$ cat config.mk
export PLATFORM = sky130hd
export DESIGN_NAME = ascii_rgb_command_frame_parser_unit
export DESIGN_NICKNAME = d
export VERILOG_FILES = /design/src/rtl/arfp_pkg.sv /design/src/rtl/arfp_run_decode.sv /design/src/rtl/arfp_frame_core.sv /design/src/rtl/ascii_rgb_command_frame_parser_unit.sv
export SDC_FILE = /design/constraint.sdc
export NUM_CORES = 1
export LEC_CHECK = 0
export BUFFER_PORTS_ARGS = -buffer_cell sky130_fd_sc_hd__buf_4
export CORE_MARGIN = 10
export CORE_UTILIZATION = 50
export CTS_BUF_LIST = sky130_fd_sc_hd__clkbuf_4 sky130_fd_sc_hd__clkbuf_8
export DETAILED_ROUTE_END_ITERATION = 8
export GPL_TIMING_DRIVEN = 0
export MAX_ROUTING_LAYER = met4
export PLACE_DENSITY_LB_ADDON = 0.3
export SYNTH_ARGS = -nofsm -noshare
export SYNTH_HDL_FRONTEND = slang
export SYNTH_HIERARCHICAL = 1
export SYNTH_SLANG_ARGS = --single-unit
$ cat constraint.sdc
create_clock -name clk -period 5.8 [get_ports clk]
set_clock_uncertainty 0.2 [all_clocks]
set_input_delay 1.16 -clock clk [delete_from_list [all_inputs] [get_ports clk]]
set_output_delay 1.16 -clock clk [all_outputs]
set_load 0.1 [all_outputs]
$ cat src/rtl/arfp_pkg.sv
// shared types, constants and run decoding functions of the rgb frame parser
// no dependencies; imported by every module of the block
package arfp_pkg;

    localparam logic [7:0] MAX_FRAME_BYTES  = 8'd200;
    localparam logic [7:0] IDLE_TICKS_RESET = 8'd20;
    localparam logic [7:0] IDLE_MAX         = 8'hFF;

    localparam logic [7:0] CHAR_R     = 8'h52;
    localparam logic [7:0] CHAR_G     = 8'h47;
    localparam logic [7:0] CHAR_B     = 8'h42;
    localparam logic [7:0] CHAR_STAR  = 8'h2A;
    localparam logic [7:0] DIGIT_BASE = 8'h30;

    localparam logic MODE_BYTE = 1'b0;
    localparam logic MODE_TICK = 1'b1;

    localparam int CH_RED   = 0;
    localparam int CH_GREEN = 1;
    localparam int CH_BLUE  = 2;

    typedef struct packed {
        logic       mode;
        logic [7:0] rx_byte;
    } in_word_t;

    typedef struct packed {
        logic       frame_valid;
        logic [7:0] red_level;
        logic [7:0] green_level;
        logic [7:0] blue_level;
    } out_word_t;

    typedef struct packed {
        logic [7:0] red;
        logic [7:0] green;
        logic [7:0] blue;
    } levels_t;

    // per-frame capture state, cleared as one unit
    typedef struct packed {
        logic            overflowed;
        logic [7:0]      byte_position;
        logic [2:0]      letter_seen;
        logic [2:0][7:0] letter_position;
        logic [3:0][7:0] recent_bytes;
        logic [2:0][7:0] before_g_bytes;
        logic [2:0][7:0] before_b_bytes;
    } frame_snap_t;

    function automatic logic run_ok(input logic [7:0] len);
        return (len inside {[8'd1:8'd3]});
    endfunction

    // run[0] is the byte nearest the following letter
    function automatic logic [7:0] run_value(input logic [7:0] len,
                                             input logic [2:0][7:0] run);
        logic [7:0] d0;
        logic [7:0] d1;
        logic [7:0] d2;
        logic [7:0] acc;
        d0  = run[0] - DIGIT_BASE;
        d1  = run[1] - DIGIT_BASE;
        d2  = run[2] - DIGIT_BASE;
        acc = d0;
        if (len >= 8'd2)
        begin
            acc = acc + 8'({d1, 3'b000} + {d1, 1'b0});
        end
        if (len >= 8'd3)
        begin
            acc = acc + 8'({d2, 6'b000000} + {d2, 5'b00000} + {d2, 2'b00});
        end
        return acc;
    endfunction

endpackage

$ cat src/rtl/arfp_run_decode.sv
// end-of-frame decode: frame check and new color levels from the captured runs
// depends on arfp_pkg
module arfp_run_decode
    import arfp_pkg::*;
(
    input  frame_snap_t snap,
    input  levels_t     levels_now,
    output logic        frame_valid,
    output levels_t     levels_new
);

    logic [7:0] len_red;
    logic [7:0] len_green;
    logic [7:0] len_blue;

    assign frame_valid = !snap.overflowed && (snap.recent_bytes[0] == CHAR_STAR);

    assign len_red   = snap.letter_position[CH_GREEN] - snap.letter_position[CH_RED] - 8'd1;
    assign len_green = snap.letter_position[CH_BLUE] - snap.letter_position[CH_GREEN] - 8'd1;
    assign len_blue  = snap.byte_position - snap.letter_position[CH_BLUE] - 8'd2;

    always_comb
    begin
        levels_new = levels_now;
        if (frame_valid)
        begin
            if (snap.letter_seen[CH_RED] && snap.letter_seen[CH_GREEN] && run_ok(len_red))
            begin
                levels_new.red = run_value(len_red, snap.before_g_bytes);
            end
            if (snap.letter_seen[CH_GREEN] && snap.letter_seen[CH_BLUE]
                && run_ok(len_green))
            begin
                levels_new.green = run_value(len_green, snap.before_b_bytes);
            end
            if (snap.letter_seen[CH_BLUE] && run_ok(len_blue))
            begin
                levels_new.blue = run_value(len_blue, snap.recent_bytes[3:1]);
            end
        end
    end

endmodule

$ cat src/rtl/arfp_frame_core.sv
// frame hunting, byte capture, idle timing and color level state
// depends on arfp_pkg and arfp_run_decode
module arfp_frame_core
    import arfp_pkg::*;
(
    input  logic      clk,
    input  logic      rst_n,
    input  logic      step_en,
    input  in_word_t  word,
    input  logic [7:0] idle_ticks,
    output logic      finish,
    output out_word_t result
);

    logic        in_frame_reg;
    logic        in_frame_next;
    logic [7:0]  idle_count_reg;
    logic [7:0]  idle_count_next;
    logic [7:0]  idle_inc;
    frame_snap_t snap_reg;
    frame_snap_t snap_next;
    levels_t     levels_reg;
    levels_t     levels_next;
    levels_t     levels_dec;
    logic        dec_valid;
    logic [7:0]  commit_pos;

    arfp_run_decode u_run_decode (
        .snap        (snap_reg),
        .levels_now  (levels_reg),
        .frame_valid (dec_valid),
        .levels_new  (levels_dec)
    );

    assign idle_inc   = (idle_count_reg == IDLE_MAX) ? IDLE_MAX : idle_count_reg + 8'd1;
    assign finish     = (word.mode == MODE_TICK) && in_frame_reg && (idle_inc >= idle_ticks);
    assign commit_pos = snap_reg.byte_position - 8'd1;

    assign result.frame_valid = dec_valid;
    assign result.red_level   = levels_dec.red;
    assign result.green_level = levels_dec.green;
    assign result.blue_level  = levels_dec.blue;

    always_comb
    begin
        in_frame_next   = in_frame_reg;
        idle_count_next = idle_count_reg;
        snap_next       = snap_reg;
        levels_next     = levels_reg;
        if (step_en)
        begin
            if (word.mode == MODE_BYTE)
            begin
                if (!in_frame_reg)
                begin
                    if (word.rx_byte == CHAR_R)
                    begin
                        snap_next                 = '0;
                        snap_next.recent_bytes[0] = CHAR_R;
                        snap_next.byte_position   = 8'd1;
                        in_frame_next             = 1'b1;
                        idle_count_next           = '0;
                    end
                end
                else
                begin
                    idle_count_next = '0;
                    if (snap_reg.byte_position >= MAX_FRAME_BYTES)
                    begin
                        snap_next.overflowed = 1'b1;
                    end
                    else
                    begin
                        // classify the byte now leaving the newest slot
                        case (snap_reg.recent_bytes[0])
                            CHAR_R:
                            begin
                                snap_next.letter_position[CH_RED] = commit_pos;
                                snap_next.letter_seen[CH_RED]     = 1'b1;
                            end
                            CHAR_G:
                            begin
                                snap_next.letter_position[CH_GREEN] = commit_pos;
                                snap_next.letter_seen[CH_GREEN]     = 1'b1;
                                snap_next.before_g_bytes = snap_reg.recent_bytes[3:1];
                            end
                            CHAR_B:
                            begin
                                snap_next.letter_position[CH_BLUE] = commit_pos;
                                snap_next.letter_seen[CH_BLUE]     = 1'b1;
                                snap_next.before_b_bytes = snap_reg.recent_bytes[3:1];
                            end
                            default:
                            begin
                            end
                        endcase
                        snap_next.recent_bytes  = {snap_reg.recent_bytes[2:0], word.rx_byte};
                        snap_next.byte_position = snap_reg.byte_position + 8'd1;
                    end
                end
            end
            else if (in_frame_reg)
            begin
                idle_count_next = idle_inc;
                if (finish)
                begin
                    levels_next     = levels_dec;
                    snap_next       = '0;
                    in_frame_next   = 1'b0;
                    idle_count_next = '0;
                end
            end
        end
    end

    always_ff @(posedge clk or negedge rst_n)
    begin
        if (!rst_n)
        begin
            in_frame_reg   <= 1'b0;
            idle_count_reg <= '0;
            snap_reg       <= '0;
            levels_reg     <= '0;
        end
        else
        begin
            in_frame_reg   <= in_frame_next;
            idle_count_reg <= idle_count_next;
            snap_reg       <= snap_next;
            levels_reg     <= levels_next;
        end
    end

endmodule

$ cat src/rtl/ascii_rgb_command_frame_parser_unit.sv
// top level of the rgb command frame parser: input register, frame core, result register
// depends on arfp_pkg and arfp_frame_core
// Takes one word per clock (a received byte or a timer tick) and returns one result word
// for each frame that ends after idle_ticks idle ticks, through the input register and
// then the result register. A new word can be taken every cycle unless the input stalls,
// since all per-word work is combinational logic between the input register and the
// frame state. The input stalls only while a finished result waits in the result register
// and the held word would end another frame. idle_ticks resets to 20; the user must write
// it through cfg_wr_en and cfg_wr_data only while idle; the block does not enforce it.
module ascii_rgb_command_frame_parser_unit
    import arfp_pkg::*;
(
    input  logic       clk,
    input  logic       rst_n,
    input  logic       in_valid,
    output logic       in_ready,
    input  in_word_t   in_word,
    output logic       out_valid,
    input  logic       out_ready,
    output out_word_t  out_word,
    input  logic       cfg_wr_en,
    input  logic [7:0] cfg_wr_data
);

    logic       in_valid_reg;
    in_word_t   in_word_reg;
    logic       out_valid_reg;
    logic       out_valid_next;
    out_word_t  out_word_reg;
    logic [7:0] idle_ticks_reg;
    logic       out_free;
    logic       proceed;
    logic       finish;
    out_word_t  result;

    arfp_frame_core u_frame_core (
        .clk        (clk),
        .rst_n      (rst_n),
        .step_en    (proceed),
        .word       (in_word_reg),
        .idle_ticks (idle_ticks_reg),
        .finish     (finish),
        .result     (result)
    );

    assign out_free  = !out_valid_reg || out_ready;
    assign proceed   = in_valid_reg && (!finish || out_free);
    assign in_ready  = !in_valid_reg || proceed;
    assign out_valid = out_valid_reg;
    assign out_word  = out_word_reg;

    always_comb
    begin
        out_valid_next = out_valid_reg;
        if (proceed && finish)
        begin
            out_valid_next = 1'b1;
        end
        else if (out_ready)
        begin
            out_valid_next = 1'b0;
        end
    end

    always_ff @(posedge clk or negedge rst_n)
    begin
        if (!rst_n)
        begin
            in_valid_reg   <= 1'b0;
            out_valid_reg  <= 1'b0;
            idle_ticks_reg <= IDLE_TICKS_RESET;
        end
        else
        begin
            if (in_ready)
            begin
                in_valid_reg <= in_valid;
            end
            out_valid_reg <= out_valid_next;
            if (cfg_wr_en)
            begin
                idle_ticks_reg <= cfg_wr_data;
            end
        end
    end

    // payload registers
    always_ff @(posedge clk)
    begin
        if (in_valid && in_ready)
        begin
            in_word_reg <= in_word;
        end
        if (proceed && finish)
        begin
            out_word_reg <= result;
        end
    end

endmodule

Word-level counts from Yosys, hierarchy flattened
Index checks and enable logic that the tools add are counted.

cells by class
  add/sub/neg operators = 33
  multiply operators = 0
  div/mod/pow operators = 0
  $lt $le $gt $ge = 14
  equality and inequality tests = 13
  shifts and indexed selects = 0
  mux-type cells = 44
  bitwise gates (word level) = 0
  reduce and logical (&&, ||, !) cells = 30

operator list
  operator                                                                             count
  116-bit 2-to-1 mux                                                                   5
  8-bit 2-to-1 mux                                                                     24
  8-bit adder                                                                          15
  115-bit 2-to-1 mux                                                                   1
  24-bit 2-to-1 mux                                                                    3
  8-bit by 2-bit greater-or-equal comparator with 1-bit output, second input constant  6
  8-bit by 7-bit equality test with 1-bit output, second input constant                4
  8-bit by 1-bit greater-or-equal comparator with 1-bit output, second input constant  3
  8-bit by 2-bit less-or-equal comparator with 1-bit output, second input constant     3
  8-bit by 1-bit subtractor with 8-bit output, second input constant                   3
  8-bit by 6-bit subtractor with 8-bit output, second input constant                   3
  8-bit subtractor                                                                     3
  7-bit by 6-bit subtractor with 7-bit output, second input constant                   3
  6-bit AND reduction                                                                  3
  6-bit subtractor, second input constant                                              3
  8-bit by 1-bit adder with 8-bit output, second input constant                        2
  3-bit != test, second input constant                                                 5
  1-bit logical AND                                                                    14
  1-bit 2-to-1 mux                                                                     11
  5-bit AND reduction                                                                  2
  8-bit by 6-bit equality test with 1-bit output, second input constant                1
  8-bit equality test, second input constant                                           1
  8-bit greater-or-equal comparator                                                    1
  8-bit greater-or-equal comparator, second input constant                             1
  7 further kinds                                                                      14

word-level totals
  bits in registers = 187
  bits in latches = 0
  RAM bits = 0
  ROM bits = 0
  word-level logic and storage cells = 166
  memories kept = 0

Logic depth before layout (Yosys ltp)
  depth in word-level cells = 11
  mapped depth = 25

Hierarchy
The synthesis kept the hierarchy.

modules (own cells, without submodules)
  module                               times used  cells each  area each (sq um)
  arfp_frame_core                      1           586         6468.7
  arfp_run_decode                      1           517         4081.4
  ascii_rgb_command_frame_parser_unit  1           61          1461.4

Least setup slack after synthesis
OpenSTA, ideal clock, no wires.

  kind = reg-to-reg
  start point = reg u_frame_core/snap_reg[108] (netlist bit)
  end point = reg u_frame_core/levels_reg[7] (netlist bit)
  arrival time = 5.076 ns
  slack = 0.399 ns
  cell stages (with the launch flop) = 26
  buffers on the path = 1
  clock period less this slack = 5.401 ns
  path through = dfrtp_1 > inv_1 > ha_1 > inv_1 > ha_1 > inv_1 > fa_1 > nor2b_1 > o31ai_1 > a21oi_1 > xnor2_1 > or3_1 > clkbuf_1 > mux2i_1 > fa_1 > inv_1 > ha_1 > ha_1 > a21o_1 > a21oi_1 > xnor2_1 > o31ai_1 > xnor2_1 > xnor2_1 > mux2_2 > mux2_2

RTL lines
  what                    RTL line                source
  from (decl)             arfp_frame_core.sv:20   frame_snap_t snap_reg;
  from (signal assigned)  arfp_frame_core.sv:129  snap_reg <= snap_next;
  to (signal assigned)    arfp_frame_core.sv:130  levels_reg <= levels_next;
  to (decl)               arfp_frame_core.sv:22   levels_t levels_reg;

==> summary.md <==
| Metric | Value |
|---|---|
| Status | finished clean |
| Die area | 29900 um2 |
| Number of hold violations in the final report | 0 |
| Period utilization | 0.976 |
| Critical setup path kind | reg -> reg |
| H-tree levels | 4 |
| HPWL after DPL | 20100 um |
| Core area | 22800 um2 |
| Worst Path Required | 5.97 ns |
| Ports | 49 |
| Comb power frac | 0.044 |
| Core Rows | 55 |
| Die height | 173 um |
| Synthesized area | 11700 um2 |
| Endpoint class of the critical path | flop |
| Maximum VDD drop | 0.137 mV |
| DR vias | 8539 |
| Seq pwr share | 0.578 |
| Worst-Margin Slew | 0.947 ns |
| Pwr Density | 178 nW/um2 |
| # clock sinks | 184 |
| Final worst path period need | 5.66 ns |
| Die width | 173 um |
| Global Route Usage Sum | 0.182 |
| Routed Wire Length | 26600 um |
| Area delta synth->final | 11.5% |
| Initial antenna violation count | 0 |
| Final net count | 1357 |
| Met3 Usage GRT | 0.0303 |
| Hold_buf cts | 0 |
| Clk buf depth | 2 |
| TritonCTS clock tree | built |
| DRT iter0 DRCs | 465 |
| Net switching power | 548 uW |
| Slew Viols, Final | 0 |
| DR pass1 iterations | 5 |
| Largest fanout on the critical path | 4 |
| Number of routed nets with antenna violations | 0 |
| Share of layout cells above drive strength 1 | 0.166 |
| Worst Setup Start Kind | flop |
| Root Buffer | clkbuf_8 |
| Commonest non-fill, non-tap cells in the layout | dfrtp_1, nand2_1, inv_1 |
| Via-per-instance ratio | 5.55 |
| Final setup fails | 0 |
| Maxcap violations | 0 |
| Net Sw Frac | 0.236 |
| Clk pin slew, worst setup/hold paths | 0.11 ns |
| Crit path from | u_frame_core/snap_reg[97]$_DFFE_PN0P_ |
| Rel. slew slack | 0.364 |
| PortBufs | 47 |
| DRC Markers | 0 |
| CTS Buf Count | 17 |
| Avg Inst Size Synth | 10.3 um2 |
| Pint | 1770 uW |
| Max FFs per register | 107 |
| Clk network pwr share | 0.378 |
| P_leak | 0.00610 uW |
| Reg-to-Reg Start | u_frame_core/snap_reg[97]$_DFFE_PN0P_ |
| Met1 Use GR | 0.230 |
| # diodes | 0 |
| Routed WL per cell | 17.3 um |
| Synthesized Nets | 1282 |
| Fmax | 177 MHz |
| Overflow after GRT | 0 |
| YS warnings | 6 |
| Worst hold path startpoint | u_frame_core/snap_reg[37]$_DFFE_PN0P_ |
| Clk_lat worst skew | 0.47 ns |
| First-pass GRT wire length | 43800 um |
| Vias in the first global route | 8609 |
| Most common cell after layout, fill and taps aside | dfrtp_1 |
| Mapped Cells | 1137 |
| WP data arrival | 5.83 ns |
| Largest net degree at the start of global routing | 88 |
| Hold Path Class | reg -> reg |
| Grt met2 use | 0.299 |
| Initial core utilization | 0.512 |
| Gr busiest metal | met2 |
| Fin util | 0.571 |
| RD Place Congestion | 0.865 |
| Worst hold margin | 0.293 ns |
| Design Power | 2320 uW |
-- final timing paths --
path	to	slack (ns)	depth (start not counted)
max	u_frame_core/levels_reg[7]$_DFFE_PN0P_	0.14	23
min	u_frame_core/snap_reg[37]$_DFFE_PN0P_	0.29	2
max reg2reg	u_frame_core/levels_reg[7]$_DFFE_PN0P_	0.14	23
min reg2reg	u_frame_core/snap_reg[37]$_DFFE_PN0P_	0.29	2
max in group asynchronous	u_frame_core/snap_reg[108]$_DFFE_PN0P_	4.00	2
min in group asynchronous	u_frame_core/snap_reg[84]$_DFFE_PN0P_	0.58	1
-- area by class of cell --
| cell class | count | area (um2) |
|---|---|---|
| fill | 2030 | 9810 |
| multi-input combinational | 795 | 6380 |
| sequential | 184 | 4780 |
| timing repair buffer | 57 | 459 |
| inverter | 118 | 443 |
| tap | 313 | 392 |
| clock buffer | 19 | 249 |
| buffer | 39 | 188 |
| clock inverter | 13 | 146 |
-- timing repair --
action | 4_1_cts | 5_1_grt
gates cloned | 0 | 0
buffers inserted | 1 | 7
pin swaps | 3 | 6
resized for setup | 6 | 17
endpoints found under the setup margin | 3 | 4
-- power groups by stage --
stage          logic, uW  registers, uW  clock network [uW]
3_5_place_dp         101           1370                   0
5_1_grt              116           1350                 953
2_1_floorplan       55.0           1370                   0
4_1_cts              101           1350                 899
6_report             102           1340                 877
3_3_place_gp        95.1           1370                   0
-- stage by stage --
stage                     std cells  TNS [ns]  setup slack (ns)  instance area, um2
after floorplan                1137         0             0.399               11700
after global placement         1497    -0.698            -0.408               12400
after detailed placement       1499    -0.974            -0.507               12500
after CTS                      1531   -0.0441           -0.0441               12900
after global routing           1538   -0.0171           -0.0171               13000
final                          1538         0             0.136               13000
-- metal layers --
layer | wire length [um] | share of wire
met5 | 0 | 0
met4 | 341 | 0.013
met3 | 1030 | 0.039
met2 | 12900 | 0.49
met1 | 12300 | 0.46
-- critical path: stages, from the launching register on --
cell and delay (ns):
dfrtp_2 0.43, ha_1 0.29, inv_1 0.06, ha_1 0.15, inv_1 0.06, fa_2 0.37
nor2b_4 0.15, o31ai_1 0.09, a21oi_2 0.19, xnor2_2 0.14, or3_4 0.45, mux2i_4 0.22
fa_1 0.51, inv_1 0.08, ha_4 0.25, ha_1 0.30, a21o_1 0.18, a21oi_1 0.18
xnor2_1 0.16, o31ai_1 0.13, xnor2_1 0.30, xnor2_1 0.12, mux2_2 0.27, mux2_2 0.26
No activity file was read; power rests on OpenSTA's default activity.
